`src/ptcs_pkg.sv`:
```
// Shared types and constants for the POV text column sequencer.
// No dependencies; used by ptcs_regs, the sequencer and the checker.
`default_nettype none

package ptcs_pkg;

    // Store geometry
    localparam int TEXT_DEPTH   = 256;
    localparam int TEXT_AW      = $clog2(TEXT_DEPTH);
    localparam int GLYPH_COUNT  = 64;
    localparam int GLYPH_W      = $clog2(GLYPH_COUNT);
    localparam int FONT_STRIDE  = 8;
    localparam int STRIDE_W     = $clog2(FONT_STRIDE);
    localparam int FONT_DEPTH   = GLYPH_COUNT * FONT_STRIDE;
    localparam int FONT_AW      = $clog2(FONT_DEPTH);
    localparam int MAX_COLUMNS  = 8;

    localparam logic [15:0] SEQUENCE_MIN_TICKS = 16'd50;
    localparam logic [8:0]  TEXT_LEN_MAX       = 9'd255;

    // Character handling
    localparam logic [7:0] GLYPH_BASE_CHAR = 8'h20;
    localparam logic [7:0] CHAR_UNDERSCORE = 8'h5F;
    localparam logic [7:0] CHAR_LOWER_A    = 8'h61;
    localparam logic [7:0] CHAR_LOWER_Z    = 8'h7A;
    localparam logic [7:0] CASE_OFFSET     = 8'd32;

    // Stream payload widths
    localparam int S_TDATA_W = 24;
    localparam int S_TUSER_W = 2;
    localparam int M_TDATA_W = 16;

    // Config port
    localparam int CFG_AW = 5;
    localparam int CFG_DW = 32;

    typedef enum logic [1:0] {
        CMD_TICK  = 2'd0,
        CMD_BEGIN = 2'd1,
        CMD_TEXT  = 2'd2,
        CMD_FONT  = 2'd3
    } cmd_t;

    typedef enum logic [2:0] {
        REG_WINDOW_BEGIN  = 3'd0,
        REG_WINDOW_END    = 3'd1,
        REG_GAP_TICKS     = 3'd2,
        REG_SCROLL_PERIOD = 3'd3,
        REG_SCROLL_STEP   = 3'd4,
        REG_GLYPH_WIDTH   = 3'd5,
        REG_SPACING       = 3'd6,
        REG_REPEAT_TEXT   = 3'd7
    } reg_idx_t;

    typedef struct packed {
        logic [15:0] window_begin;
        logic [15:0] window_end;
        logic [7:0]  gap_ticks;
        logic [15:0] scroll_period;
        logic [3:0]  scroll_step;
        logic [3:0]  glyph_width;
        logic [7:0]  spacing_columns;
        logic        repeat_text;
    } cfg_t;

    localparam cfg_t CFG_RESET = '{
        window_begin:    16'd110,
        window_end:      16'd330,
        gap_ticks:       8'd1,
        scroll_period:   16'd200,
        scroll_step:     4'd2,
        glyph_width:     4'd5,
        spacing_columns: 8'd1,
        repeat_text:     1'b1
    };

endpackage

`default_nettype wire

```
`src/ptcs_regs.sv`:
```
// APB-style configuration register file for the POV text column sequencer.
// Depends on ptcs_pkg.
`default_nettype none

module ptcs_regs
    import ptcs_pkg::*;
(
    input  wire logic              aclk,
    input  wire logic              aresetn,
    input  wire logic              psel,
    input  wire logic              penable,
    input  wire logic              pwrite,
    input  wire logic [CFG_AW-1:0] paddr,
    input  wire logic [CFG_DW-1:0] pwdata,
    output logic      [CFG_DW-1:0] prdata,
    output logic                   pready,
    output cfg_t                   cfg
);

    cfg_t     cfg_reg;
    reg_idx_t idx;
    logic     wr_en;

    assign pready = 1'b1;
    assign idx    = reg_idx_t'(paddr[CFG_AW-1:2]);
    assign wr_en  = psel && penable && pwrite && pready;

    always_ff @(posedge aclk) begin
        if (!aresetn) begin
            cfg_reg <= CFG_RESET;
        end else if (wr_en) begin
            case (idx)
                REG_WINDOW_BEGIN:  cfg_reg.window_begin    <= pwdata[15:0];
                REG_WINDOW_END:    cfg_reg.window_end      <= pwdata[15:0];
                REG_GAP_TICKS:     cfg_reg.gap_ticks       <= pwdata[7:0];
                REG_SCROLL_PERIOD: cfg_reg.scroll_period   <= pwdata[15:0];
                REG_SCROLL_STEP:   cfg_reg.scroll_step     <= pwdata[3:0];
                REG_GLYPH_WIDTH:   cfg_reg.glyph_width     <= pwdata[3:0];
                REG_SPACING:       cfg_reg.spacing_columns <= pwdata[7:0];
                REG_REPEAT_TEXT:   cfg_reg.repeat_text     <= pwdata[0];
                default: ;
            endcase
        end
    end

    always_comb begin
        case (idx)
            REG_WINDOW_BEGIN:  prdata = {16'd0, cfg_reg.window_begin};
            REG_WINDOW_END:    prdata = {16'd0, cfg_reg.window_end};
            REG_GAP_TICKS:     prdata = {24'd0, cfg_reg.gap_ticks};
            REG_SCROLL_PERIOD: prdata = {16'd0, cfg_reg.scroll_period};
            REG_SCROLL_STEP:   prdata = {28'd0, cfg_reg.scroll_step};
            REG_GLYPH_WIDTH:   prdata = {28'd0, cfg_reg.glyph_width};
            REG_SPACING:       prdata = {24'd0, cfg_reg.spacing_columns};
            REG_REPEAT_TEXT:   prdata = {31'd0, cfg_reg.repeat_text};
            default:           prdata = '0;
        endcase
    end

    assign cfg = cfg_reg;

endmodule

`default_nettype wire

```
`config.mk`:
```
export PLATFORM = sky130hd
export DESIGN_NAME = ptcs_regs
export DESIGN_NICKNAME = d
export VERILOG_FILES = /design/src/ptcs_pkg.sv /design/src/ptcs_regs.sv
export SDC_FILE = /design/constraint.sdc
export NUM_CORES = 1
export LEC_CHECK = 0
export BUFFER_PORTS_ARGS = -buffer_cell sky130_fd_sc_hd__buf_2
export CORE_MARGIN = 2
export CORE_UTILIZATION = 40
export DETAILED_ROUTE_END_ITERATION = 10
export PLACE_DENSITY = 0.68
export SETUP_SLACK_MARGIN = 0.3
export SLEW_MARGIN = 10
export SYNTH_ARGS = -nofsm -noshare
export SYNTH_HDL_FRONTEND = slang
export SYNTH_SLANG_ARGS = --single-unit
```
`constraint.sdc`:
```
create_clock -name aclk -period 1.68 [get_ports aclk]
set_clock_uncertainty 0.05 [all_clocks]
set_input_delay 0.168 -clock aclk [delete_from_list [all_inputs] [get_ports aclk]]
set_output_delay 0.168 -clock aclk [all_outputs]
set_load 0.1 [all_outputs]
```
==> impl_metrics.env <==
export IMPL_hpwl_um=7850
export IMPL_antenna_found_initial=0
export IMPL_fillers=723
export IMPL_die_area_um2=9710
export IMPL_critical_path_class="reg2out"
export IMPL_core_um2=8680
export IMPL_critPathMaxStageDelay_ns=0.35
export IMPL_multi_input_area_um2=2160
export IMPL_clock_root_buffer="clkbuf_8"
export IMPL_ant_nets=0
export IMPL_path_buf_inv=1
export IMPL_critPathTopFamily="flip-flops"
export IMPL_wl_per_cell_um=16.5
export IMPL_portBuffers=112
export IMPL_numCtsBuffers=9
export IMPL_finalMaxSlewViolations=0
export IMPL_hold_violations=0
export IMPL_hold_ws_ns=0.0469
export IMPL_clkTransAtPathRegs_ns=0.08
export IMPL_setup_viol=3
export IMPL_h_tree_depth=3
export IMPL_grt_max_degree=95
export IMPL_avgViaCountPerCell=5.09
export IMPL_vias=3275
export IMPL_critPathLaunchType="flip-flop"
export IMPL_drtIter0Drc=121
export IMPL_postCtsHoldBufs=0
export IMPL_synth_seq_area_share_pct=40.9
export IMPL_drive_gt1_share_pct=56.1
export IMPL_grt_usage_pct=21.9
export IMPL_synth_edff_count=0
export IMPL_async_reset_ff_share_pct=0
export IMPL_fp_dieW_um=98.5
export IMPL_placed_cell_area_um2=5100
export IMPL_critPathArrivalTime_ns=1.48
export IMPL_numClockSinks=73
export IMPL_gp_congestion=0.834
export IMPL_n_antenna_cell=0
export IMPL_die_height_um=98.5
export IMPL_setup_worst_path_end_class="primary output"
export IMPL_layout_setup_ws_ns=-0.0214
export IMPL_syn2layout_area_growth_pct=55.4
export IMPL_grt_ovfl_total=0
export IMPL_syn_area_um2=3570
export IMPL_grt_pass1_wl_um=17000
export IMPL_drc=0
export IMPL_clk_latency_ns=0.34
export IMPL_power_mw=4.14
export IMPL_violations="negative setup slack"
export IMPL_cts_tree="done"
export IMPL_rsz0062_at_grt="yes"
export IMPL_layout_area_seq_um2=1700
export IMPL_cts_buffer_depth=2
export IMPL_synth_cell_types=40
export IMPL_postLayoutCellArea_um2=5550
export IMPL_finalNonFillerCells=643
export IMPL_cap_violations=0
export IMPL_outcome="complete, but fails checks"
export IMPL_nets=572
export IMPL_dp_cells=610
export IMPL_critPathSlowestCell="dfxtp_4"
export IMPL_ys_warn_count=0
export IMPL_power_density_nw_per_um2=746
export IMPL_grt_pass1_vias=3255
export IMPL_drt_total_wl_um=10600
export IMPL_rrSetupSlack_ns=0.82
export IMPL_cp_data_required_time_ns=1.46
export IMPL_vdd_drop_max_mv=0.462
export IMPL_avgSynthCellArea_um2=9.23
export IMPL_first_pass_iters=5
export IMPL_pre_cts_slack_ns=-0.0624
export IMPL_fin_crit_ns=1.70
export IMPL_rows=34
export IMPL_path_cells="mux2_4 -> a32oi_2 -> a31oi_4 -> buf_12"
export IMPL_fin_crit_sh_pct=101
export IMPL_fmaxAchievable_ghz=0.588
export IMPL_largest_reg_flops=73
export IMPL_hp_class="in2reg"
export IMPL_synth_ff_type="dfxtp_1"
export IMPL_start_util_pct=41.2
export IMPL_io_pins=148
export IMPL_crit_path_max_fanout=3
export IMPL_synth_seq_cells=73
export IMPL_p_leak_nw=2.39
export IMPL_synth_cells=387
[layer usage]
layer	global-route usage, %	part of all wire [%]
met5	0	0
met4	7.69	1.7
met3	4.04	5.0
met2	36.9	50
met1	28.3	44
[per-stage QoR]
stage	util, %	TNS, ns
6_report	64.0	-0.0507
3_3_place_gp	58.8	-0.199
2_1_floorplan	-	-0.342
4_1_cts	63.2	-0.110
5_1_grt	64.0	-0.253
3_5_place_dp	58.8	-0.814
[cells by family (layout without fill, tap and decap cells)]
group	after synthesis	count (layout)	share of synthesized area, %
AOI/OAI and AO/OA	32	32	6.51
buffers and inverters	51	184	8.44
DFF	73	73	40.9
muxes	86	86	25.1
other	2	17	0.210
and+or+nand+nor	143	143	18.8
[final timing paths]
kind	startpoint	to	cells past startpoint
setup / recovery	cfg[9]	prdata[0]	4
hold / removal	pwdata[2]	cfg[59]	3
setup reg to reg	cfg[62]	cfg[62]	3
hold reg to reg	cfg[8]	cfg[8]	2
[synth_stat cells, types with 2 or more instances]
cell       instances  area (um^2)
nand4b_1           2         17.5
mux4_2             2         45.0
clkbuf_1          15         56.3
nand2_1           77          289
a22oi_1            8         60.1
mux2i_1           75          751
a2bb2oi_1          2         17.5
nand3_1           13         65.1
a41oi_1            2         17.5
nand2b_1           4         25.0
buf_6              2         22.5
nor2_2             3         18.8
or3_1              2         12.5
nor2_1            16         60.1
o21ai_0            6         30.0
buf_4             19          143
buf_2              6         30.0
dfxtp_1           73         1460
and2b_1            2         15.0
a221o_1            2         20.0
o211ai_1           2         15.0
a32oi_1            2         17.5
conb_1             2         7.51
mux2_2             9          101
nor2b_1           17          106
and2_1             2         12.5
o22ai_1            3         18.8
inv_1              7         26.3
[timing repair]
item / 4_1_cts / 5_1_grt
gates resized for setup: 17 / 16
pin swaps: 8 / 3
buffers inserted: 14 / 3
endpoints found under the setup margin: 18 / 28
[area by class of cell]
class	instances	area share, %
multi-input cells	278	39.0
flip-flops and latches	73	30.6
repair buffers	161	23.1
well taps	108	2.43
clock buffers	9	2.23
clock inverters	7	2.12
inverters	7	0.473
[placed cells by master (no fill, tap or decap), types with 3 or more instances in the layout]
| cell type | instances |
|---|---|
| mux2_4 | 9 |
| buf_12 | 19 |
| nor2_1 | 7 |
| nor2_2 | 3 |
| nand2_1 | 77 |
| conb_1 | 17 |
| nand3_1 | 13 |
| mux2i_1 | 74 |
| buf_4 | 59 |
| nor2_4 | 9 |
| clkbuf_8 | 9 |
| inv_1 | 4 |
| dfxtp_4 | 60 |
| clkbuf_4 | 13 |
| nor2b_1 | 17 |
| a22oi_2 | 8 |
| nand2b_1 | 4 |
| bufinv_16 | 3 |
| o21ai_0 | 4 |
| dfxtp_2 | 12 |
| inv_2 | 3 |
| buf_2 | 68 |
[power by group]
group          internal [mW]  total (mW)  leakage [nW]  switching, mW
clock network          0.986        1.66         0.114          0.678
registers               1.65        1.66         0.627         0.0110
logic                  0.220       0.813          1.65          0.594
[worst register-to-register path, cell delays in order, from the launching register on]
cell and delay [ns]:
dfxtp_4 0.35, buf_4 0.13, o31ai_1 0.06, o211ai_1 0.13
(Power assumes the default switching activity.)
